[src/rtl/sft_pkg.sv]
`default_nettype none
// ----------------------------------------------------------------------------
// sft_pkg
// Shared types and constants for the sorted key/count table.
// ----------------------------------------------------------------------------
package sft_pkg;

	localparam int CAPACITY   = 64;
	localparam int KEY_BITS   = 32;
	localparam int COUNT_BITS = 16;
	localparam int POS_BITS   = 6;
	localparam int IDX_BITS   = $clog2(CAPACITY);
	localparam int USED_BITS  = $clog2(CAPACITY + 1);
	localparam int CMP_BITS   = (POS_BITS > USED_BITS) ? POS_BITS : USED_BITS;

	localparam logic [COUNT_BITS-1:0] COUNT_MAX = {COUNT_BITS{1'b1}};
	localparam logic [COUNT_BITS-1:0] COUNT_ONE = COUNT_BITS'(1);

	typedef enum logic [1:0] {
		OP_INSERT = 2'd0,
		OP_REMOVE = 2'd1,
		OP_READ   = 2'd2,
		OP_NONE   = 2'd3
	} op_t;

	typedef enum logic [1:0] {
		ST_OK        = 2'd0,
		ST_NOT_FOUND = 2'd1,
		ST_FULL      = 2'd2,
		ST_EMPTY     = 2'd3
	} status_t;

	typedef enum logic [1:0] {
		S_IDLE,
		S_CMP,
		S_UPD
	} state_t;

	typedef struct packed {
		logic [KEY_BITS-1:0]   key;
		logic [COUNT_BITS-1:0] cnt;
	} ent_t;

	typedef struct packed {
		logic                 cmp;
		logic                 inc;
		logic                 ins;
		logic                 rem;
		logic [KEY_BITS-1:0]  key;
		logic [USED_BITS-1:0] used;
	} ctl_t;

endpackage
`default_nettype wire

[src/rtl/sft_cell.sv]
`default_nettype none
// ----------------------------------------------------------------------------
// sft_cell
// One table slot: holds a key and count, compares against the transaction
// key and shifts with its neighbors on insert and remove.
// ----------------------------------------------------------------------------
module sft_cell
	import sft_pkg::*;
(
	input  wire logic                clk,
	input  wire logic                arst_n,
	input  wire logic [IDX_BITS-1:0] idx,
	input  wire ctl_t                ctl,
	input  wire ent_t                left_ent,
	input  wire logic                left_lt,
	input  wire ent_t                right_ent,
	output ent_t                     ent,
	output logic                     lt,
	output logic                     eq
);

	logic [KEY_BITS-1:0]   key_q;
	logic [COUNT_BITS-1:0] cnt_q;
	logic                  lt_q;
	logic                  eq_q;
	logic                  valid;

	assign valid = {1'b0, idx} < ctl.used;

	always_ff @(posedge clk or negedge arst_n) begin
		if (!arst_n) begin
			lt_q <= 1'b0;
			eq_q <= 1'b0;
		end else if (ctl.cmp) begin
			lt_q <= valid && (key_q < ctl.key);
			eq_q <= valid && (key_q == ctl.key);
		end
	end

	always_ff @(posedge clk) begin
		if (ctl.inc && eq_q) begin
			if (cnt_q != COUNT_MAX) begin
				cnt_q <= cnt_q + COUNT_ONE;
			end
		end else if (ctl.ins && !lt_q) begin
			if (left_lt) begin
				key_q <= ctl.key;
				cnt_q <= COUNT_ONE;
			end else begin
				key_q <= left_ent.key;
				cnt_q <= left_ent.cnt;
			end
		end else if (ctl.rem && !lt_q) begin
			key_q <= right_ent.key;
			cnt_q <= right_ent.cnt;
		end
	end

	assign ent.key = key_q;
	assign ent.cnt = cnt_q;
	assign lt      = lt_q;
	assign eq      = eq_q;

endmodule
`default_nettype wire

[config.mk]
export PLATFORM = sky130hd
export DESIGN_NAME = sft_cell
export DESIGN_NICKNAME = d
export VERILOG_FILES = /design/src/rtl/sft_pkg.sv /design/src/rtl/sft_cell.sv
export SDC_FILE = /design/constraint.sdc
export NUM_CORES = 1
export LEC_CHECK = 0
export BUFFER_PORTS_ARGS = -buffer_cell sky130_fd_sc_hd__clkbuf_2
export CAP_MARGIN = 20
export CORE_AREA = 2 2 89 91
export CTS_BUF_LIST = sky130_fd_sc_hd__clkbuf_2 sky130_fd_sc_hd__clkbuf_4 sky130_fd_sc_hd__clkbuf_8
export CTS_CLUSTER_SIZE = 28
export DETAILED_ROUTE_END_ITERATION = 10
export DIE_AREA = 0 0 91 93
export GPL_TIMING_DRIVEN = 0
export PLACE_DENSITY = 0.91
export SYNTH_ARGS = -nofsm -noshare
export SYNTH_HDL_FRONTEND = slang
export SYNTH_SLANG_ARGS = --single-unit
[constraint.sdc]
create_clock -name clk -period 8.6 [get_ports clk]
set_input_delay 1.72 -clock clk [delete_from_list [all_inputs] [get_ports clk]]
set_output_delay 1.72 -clock clk [all_outputs]
set_load 0.005 [all_outputs]
==> summary.txt, run 1 <==
Clock network
  • Total CTS buffers: 5
  • Max clock buf depth: 2
  • CTS tree: built
  • CTS Sinks: 50
  • Post-CTS Setup Repair Bufs: 0
  • CTS root buf: clkbuf_8
  • Reg clk slew, reported paths: around 0.090 ns
  • Total number of H-tree levels: 2
  • Clk Latency, worst-skew pair: 0.30 ns
  • Cts repair resizes: 0
  • Post-CTS Hold Fix Bufs: 0

Synthesis
  • Post-synth ARST share: 0.0400
  • Synth area leader: edfxtp_1
  • Sequential fraction of the synthesis area: 0.397
  • Cell area after synthesis: ~0.0038 sq mm
  • Cells after Synth: approximately 390
  • Post-synth EDFFs: 48
  • Top_reg_cell synth: edfxtp_1
  • Largest cells by area after synthesis: edfxtp_1, ha_1, mux2i_1, o21ai_0, nand2_1
  • Post-Syn Nets: around 580
  • Synth top area share: 0.384
  • Seq cells post-synth: 50
  • Avg Cell Area, Syn: ~9.6 sq um
  • Post-synthesis cell type count: 37
  • Ys Warns: 0

Setup path
  • Slowest cell on the critical path: nor3_2
  • Reg2reg start: eq
  • Critical Path Max Stage Delay: just over 0.7 ns
  • Crit Path Class: in -> reg
  • Critical path peak fanout: 16
  • FF-to-FF path depth: 3
  • CP Capture Type: flip-flop
  • Reg2reg setup slack: 6.27 ns
  • Critical path arrival: 3.29 ns
  • Required @ worst endpoint: ~8.5 ns
  • Reg-to-Reg End: cnt_q[12]
  • CP startpoint kind: primary input
  • CP cell instances: clkbuf_2 -> and2_1 -> nor3_2 -> a21o_1

Place
  • Port Buffers: 196
  • Post-placement cell area: between 0.004 and 0.005 sq mm
  • Gp weighted congestion: around 0.85
  • HPWL Detailed: approximately 9100 microns
  • Dpl ws: between 4 and 5 ns
  • Placed Instances: 692

GRT
  • Gr usage total: 0.256
  • Largest net degree at the start of global routing: 17
  • First-pass GRT wire length: ~18000 microns
  • GR Overflow Total: 0
  • Initial antenna violation count: 0
  • Vias in the first global route: ~3.8k

Finish
  • Non-Filler Instances: 700
  • Share of cells above drive strength 1: 0.358
  • Final nets: about 780
  • Post-layout instance area: ~0.0050 sq mm
  • Area grow syn2layout: 32.8%
  • N_diodes: 0

Floorplanning
  • Core box area: around 0.0075 sq mm
  • Starting Density: 0.499
  • Row count: 32
  • Die Wd: about 90 microns
  • I/O Pins: 198
  • Vert. Die Dim: between 90 and 100 microns
  • Full die area: between 0.008 and 0.009 sq mm

Min path
  • Hold depth: 2
  • Hold path endpoint: lt
  • Hold Crit Class: reg -> reg
  • Hold_sp: lt

Detailed routing
  • Total Wirelength: around 11000 microns
  • First drt pass iteration count: 5
  • Drt initial violations: about 170
  • Drt drc: 0
  • Via density: about 5.4
  • Post-route ant nets: 0
  • Avg WL per Cell: around 16 microns
  • Vias: 3800

Timing
  • Max Freq: between 200 and 300 MHz
  • Worst slew margin: 0.409
  • Setup Viol. Count Final: 0
  • Clk_skew: ~0.0074 ns
  • Actual slew at the worst max-slew pin: slightly below 0.9 ns
  • Fin. max-slew vios: 0
  • Worst Slack Setup Final: between 5 and 6 ns
  • Endpoints failing hold: 0
  • Fin crit share: 0.390
  • Min Tclk post-route: 3.35 ns
  • Unrepaired setup endpoints after global routing: false
  • Worst Hold Margin: approximately 0.65 ns
  • Sum Neg Setup Slack: 0 ns

Run status
  • Status: complete, no violations

Pwr
  • Cell Int Power: roughly 520 uW
  • Worst VDD drop: slightly below 0.09 mV
  • Switching Fraction: 0.334
  • Psw: about 260 uW
  • Gate power share: 0.347
  • Part of the power in registers: 0.468
  • Clock group share of total power: 0.186
  • Static leakage: about 0.0025 uW
  • Pwr dens: about 160 mW/mm^2

Job
  • Max_cap viols: 0
## stage by stage
| step | util | total power (uW) |
|---|---|---|
| after floorplan | - | 509 |
| after global placement | 0.646 | 627 |
| after detailed placement | 0.650 | 644 |
| after CTS | 0.663 | 790 |
| after global routing | 0.663 | 838 |
| final | 0.663 | 784 |
## power by group through the flow
stage          Sequential, uW  Combinational [uW]  Clock [uW]
2_1_floorplan             369                 140           0
3_3_place_gp              372                 255           0
3_5_place_dp              372                 272           0
4_1_cts                   366                 274         150
5_1_grt                   373                 304         160
6_report                  367                 272         146
## cells in the final DEF (no fill, tap or decap), types with 2 or more instances in the layout
| cell type | instances |
|---|---|
| a221oi_1 | 2 |
| nor3b_1 | 15 |
| buf_2 | 3 |
| nand3_1 | 7 |
| and4_1 | 5 |
| nand2b_1 | 4 |
| clkbuf_2 | 196 |
| edfxtp_1 | 48 |
| ha_1 | 38 |
| inv_1 | 40 |
| a21o_1 | 3 |
| nor2b_1 | 4 |
| a21oi_1 | 29 |
| nand4_1 | 10 |
| buf_6 | 2 |
| o21ai_0 | 39 |
| nor3_1 | 2 |
| xor2_1 | 5 |
| a211oi_1 | 13 |
| xnor2_1 | 9 |
| o211ai_1 | 2 |
| dfrtp_1 | 2 |
| nand2_1 | 44 |
| mux2i_1 | 32 |
| buf_1 | 2 |
| nor2_1 | 7 |
| clkbuf_1 | 14 |
| clkbuf_8 | 6 |
## flip-flops by register name (all words and copies together), names as in the netlist
register / cells
cnt_q: 16
lt: 1
eq: 1
key_q: 32
## worst max-delay path: cells and delay by family
kind / cells / cell delay (ns)
AND/OR/NAND/NOR: 2 / 0.90
buffers and inverters: 1 / 0.09
AO/OA/AOI/OAI: 1 / 0.58
## metal layers
metal | vias up | wire length [microns] | global-route usage
met5 | - | 0 | 0
met4 | 0 | 80 | 0.0518
met3 | 8 | 809 | 0.0379
met2 | 176 | 5840 | 0.495
met1 | 1777 | 4240 | 0.300
li1 | 1839 | - | -
## cells by family after synthesis
family,count (synthesis),synth area share
muxes,32,0.0852
adders and majority gates,38,0.127
AOI/OAI and AO/OA,94,0.148
and+or+nand+nor,105,0.151
buffers and inverters,59,0.0599
xor gates and xnor gates,14,0.0326
DFF,50,0.397
## how the worst max path moves through the flow
stage / start / endpoint / slack, ns
global route: ctl[41] / cnt_q[2] / 5.19
finish: ctl[41] / cnt_q[12] / 5.25
CTS: ctl[41] / cnt_q[12] / 5.25
global placement: ctl[41] / cnt_q[11] / 2.24
detailed placement: ctl[41] / cnt_q[2] / 4.92
floorplan: ctl[41] / cnt_q[0] / 3.58
## cell usage after synthesis (all sizes together), types with 4 or more instances
cell type	number
nand2b	4
nand4	10
o21ai	39
nand2	44
xnor2	9
a211oi	13
ha	38
clkbuf	14
mux2i	32
inv	40
nand3	7
a21oi	29
nor2b	4
buf	5
nor2	7
edfxtp	48
xor2	5
nor3b	15
and4	6
## final cells by class
cell class / count / area [sq um]
Sequential cell: 50 / 1490
Timing Repair Buffer: 198 / 1000
Inverter: 40 / 150
Fill cell: 648 / 2540
Tap cell: 102 / 128
Buffer: 19 / 75.1
Multi-Input combinational cell: 283 / 2050
Clock inverter: 1 / 5.00
Clock buffer: 7 / 90.1
Power figures use the tool's default switching activity.
==> run 2, diff against run 1 <==
Settings changed: ABC_AREA from default to 1, CORE_AREA 2 2 89 91 to 2 2 94 96, DIE_AREA 0 0 91 93 to 0 0 96 98, PLACE_DENSITY 0.91 to 0.85.
Clock period 8.6 ns to 3.5 ns, I/O delays scaled along.
==> summary.txt, run 2 <==
Floorplanning
  • Starting Density: 0.464
  • Vert. Die Dim: about 98 microns
  • I/O Pins: ~200
  • Row count: 34
  • Core box area: roughly 0.0085 sq mm
  • Full die area: 0.00941 sq mm
  • Die Wd: roughly 96 microns

Synthesis
  • Avg Cell Area, Syn: approximately 7.6 sq um
  • Largest cells by area after synthesis: edfxtp_1, ha_1, nand2_1, o21ai_0, inv_1
  • Top cells by count, synth: nand2_1, o21ai_0, inv_1, nor2_1, edfxtp_1
  • Synth area leader: edfxtp_1
  • Cell area after synthesis: 0.00393 sq mm
  • Post-synth EDFFs: 48
  • Sequential fraction of the synthesis area: 0.379
  • Seq cells post-synth: 50
  • Cells after Synth: around 520
  • Most frequent cell after synthesis: nand2_1
  • Post-synthesis cell type count: 36
  • Top_reg_cell synth: edfxtp_1
  • Synth top area share: 0.367
  • Ys Warns: 0
  • Post-Syn Nets: between 700 and 800
  • Post-synth ARST share: 0.0400

Setup path
  • Largest delay share family, worst path: simple AND/OR/NAND/NOR gates
  • Most used cell, CP: nand2_1
  • CP cell instances: clkbuf_2 -> nand2_1 -> inv_1 -> nor3_4 -> a21oi_1 -> nand2_1
  • CP Capture Type: flip-flop
  • CP startpoint kind: primary input
  • Worst path bufs/invs: 2
  • Required @ worst endpoint: about 3.4 ns
  • Critical path peak fanout: 16
  • Slowest cell on the critical path: nor3_4
  • Critical path arrival: about 2.5 ns
  • Crit Path Class: in -> reg
  • Critical Path Max Stage Delay: about 0.73 ns

Finish
  • # fillers: a little over 800
  • Largest register FFs: 32
  • Commonest cells after routing, fill and taps aside: clkbuf_2, nand2_1, o21ai_0
  • Post-layout instance area: between 0.005 and 0.006 sq mm
  • Share of cells above drive strength 1: 0.328
  • Top reg by flops: key_q
  • N_diodes: 0
  • Largest regs: key_q: 32 flops, cnt_q: 16 flops
  • Commonest non-fill, non-tap cell in the layout: clkbuf_2
  • Final nets: around 900
  • Area grow syn2layout: 32.0%

GRT
  • Largest net degree at the start of global routing: 19
  • Gr usage total: 0.260
  • M1 GR Usage: 0.326
  • Met3 Use GR: 0.0363
  • First-pass GRT wire length: approximately 19000 microns
  • GR Overflow Total: 0
  • Busiest grt layer: met2
  • Vias in the first global route: about 4.3k
  • Initial antenna violation count: 0
  • GR Util met2: 0.455

Timing
  • Clk_skew: approximately 0.0095 ns
  • Actual slew at the worst max-slew pin: between 0.9 and 1 ns
  • Sum Neg Setup Slack: 0 ns
  • Unrepaired setup endpoints after global routing: false
  • Fin. max-slew vios: 0
  • Min Tclk post-route: approximately 2.5 ns
  • Setup Viol. Count Final: 0
  • Max Freq: between 300 and 400 MHz
  • Endpoints failing hold: 0
  • Worst slew margin: 0.398
  • Fin crit share: 0.717
  • Worst Hold Margin: roughly 0.16 ns

Detailed routing
  • Avg WL per Cell: approximately 15 microns
  • Post-route ant nets: 0
  • Drt drc: 0
  • Vias: ~4.2k
  • Drt initial violations: between 100 and 150
  • Total Wirelength: ~12000 microns
  • Via density: between 5 and 6
  • First drt pass iteration count: 5

Pwr
  • Pwr dens: ~400 mW/mm^2
  • Worst VDD drop: 0.185 mV
  • Static leakage: about 0.0027 uW

Clock network
  • CTS root buf: clkbuf_8
  • CTS tree: built
  • Clk Latency, worst-skew pair: a little over 0.3 ns
  • CTS Sinks: 50
  • Max clock buf depth: 2
  • Cts repair resizes: 0
  • Post-CTS Setup Repair Bufs: 0
  • Total CTS buffers: 5
  • Reg clk slew, reported paths: ~0.1 ns
  • Post-CTS Hold Fix Bufs: 0
  • Total number of H-tree levels: 2

Place
  • Post-placement cell area: 0.00509 sq mm
  • Port Buffers: a little under 200
  • HPWL Detailed: just under 10000 microns
  • Gp weighted congestion: between 0.8 and 0.9

Job
  • Max_cap viols: 0

Run status
  • Status: complete, no violations

Min path
  • Hold Crit Class: in -> async
## run 2: cell types whose count changed in the layout (fill, tap and decap cells not counted), moves of 8 or more
cell | previous run | this run
nor2_1 | 7 | 54
o21ai_0 | 39 | 66
o21ai_1 | 0 | 13
a211oi_1 | 13 | 0
nor3b_1 | 15 | 1
inv_1 | 40 | 62
nand3_1 | 7 | 15
mux2i_1 | 32 | 0
nand2_1 | 44 | 122
## run 2: report_power, final
group          internal (uW)  total (uW)  switching [uW]
clock network            178         385             207
logic                    329         769             441
registers                820         920             100
## run 2: layer usage
metal  vias to the layer above  part of all wire
met1                      1896              0.42
li1                       2143                 -
met4                         0             0.019
met2                       181              0.50
met5                         -                 0
met3                        23             0.065
## run 2: layout make-up
class | instances | area (sq um) | share of cell area
Buffer | 20 | 91.3 | 0.0176
Clock buffer | 8 | 97.6 | 0.0188
Inverter | 64 | 240 | 0.0463
Multi-Input combinational cell | 383 | 2120 | 0.408
Sequential cell | 50 | 1490 | 0.288
Tap cell | 108 | 135 | 0.0260
Timing Repair Buffer | 198 | 1010 | 0.195
## run 2: cell families (layout without fill, tap and decap cells)
family,Yosys count,in the layout,synth area share
compound gates,121,121,0.163
xor+xnor,5,5,0.0131
fa+ha+maj,38,38,0.121
buf+inv,84,290,0.0844
flops,50,50,0.379
simple gates,219,219,0.239
## run 2: stage by stage
step           setup slack [ns]  instances  utilization  power, uW
2_1_floorplan             0.466        517            -       1330
3_3_place_gp             -0.566        822        0.597       1650
3_5_place_dp              0.648        823        0.601       1700
4_1_cts                   0.966        831        0.613       2080
5_1_grt                   0.828        831        0.613       2220
6_report                  0.989        831        0.613       2070
## run 2: final timing paths
path / cells past startpoint / startpoint / slack [ns] / endpoint
worst min register to register: 2 / eq / 0.58 / eq
worst min-delay path: 1 / arst_n / 0.16 / lt
max in group asynchronous: 1 / arst_n / 3.24 / eq
worst max register to register: 5 / eq / 1.03 / cnt_q[12]
worst max-delay path: 6 / ctl[41] / 0.99 / cnt_q[12]
min in group clk: 2 / eq / 0.58 / eq
## run 2: worst register-to-register path, stage by stage (launching register included)
cell and delay (ns):
dfrtp_1 0.42, nand2_1 0.09, inv_1 0.15, nor3_4 0.73
a21oi_1 0.11, nand2_1 0.62
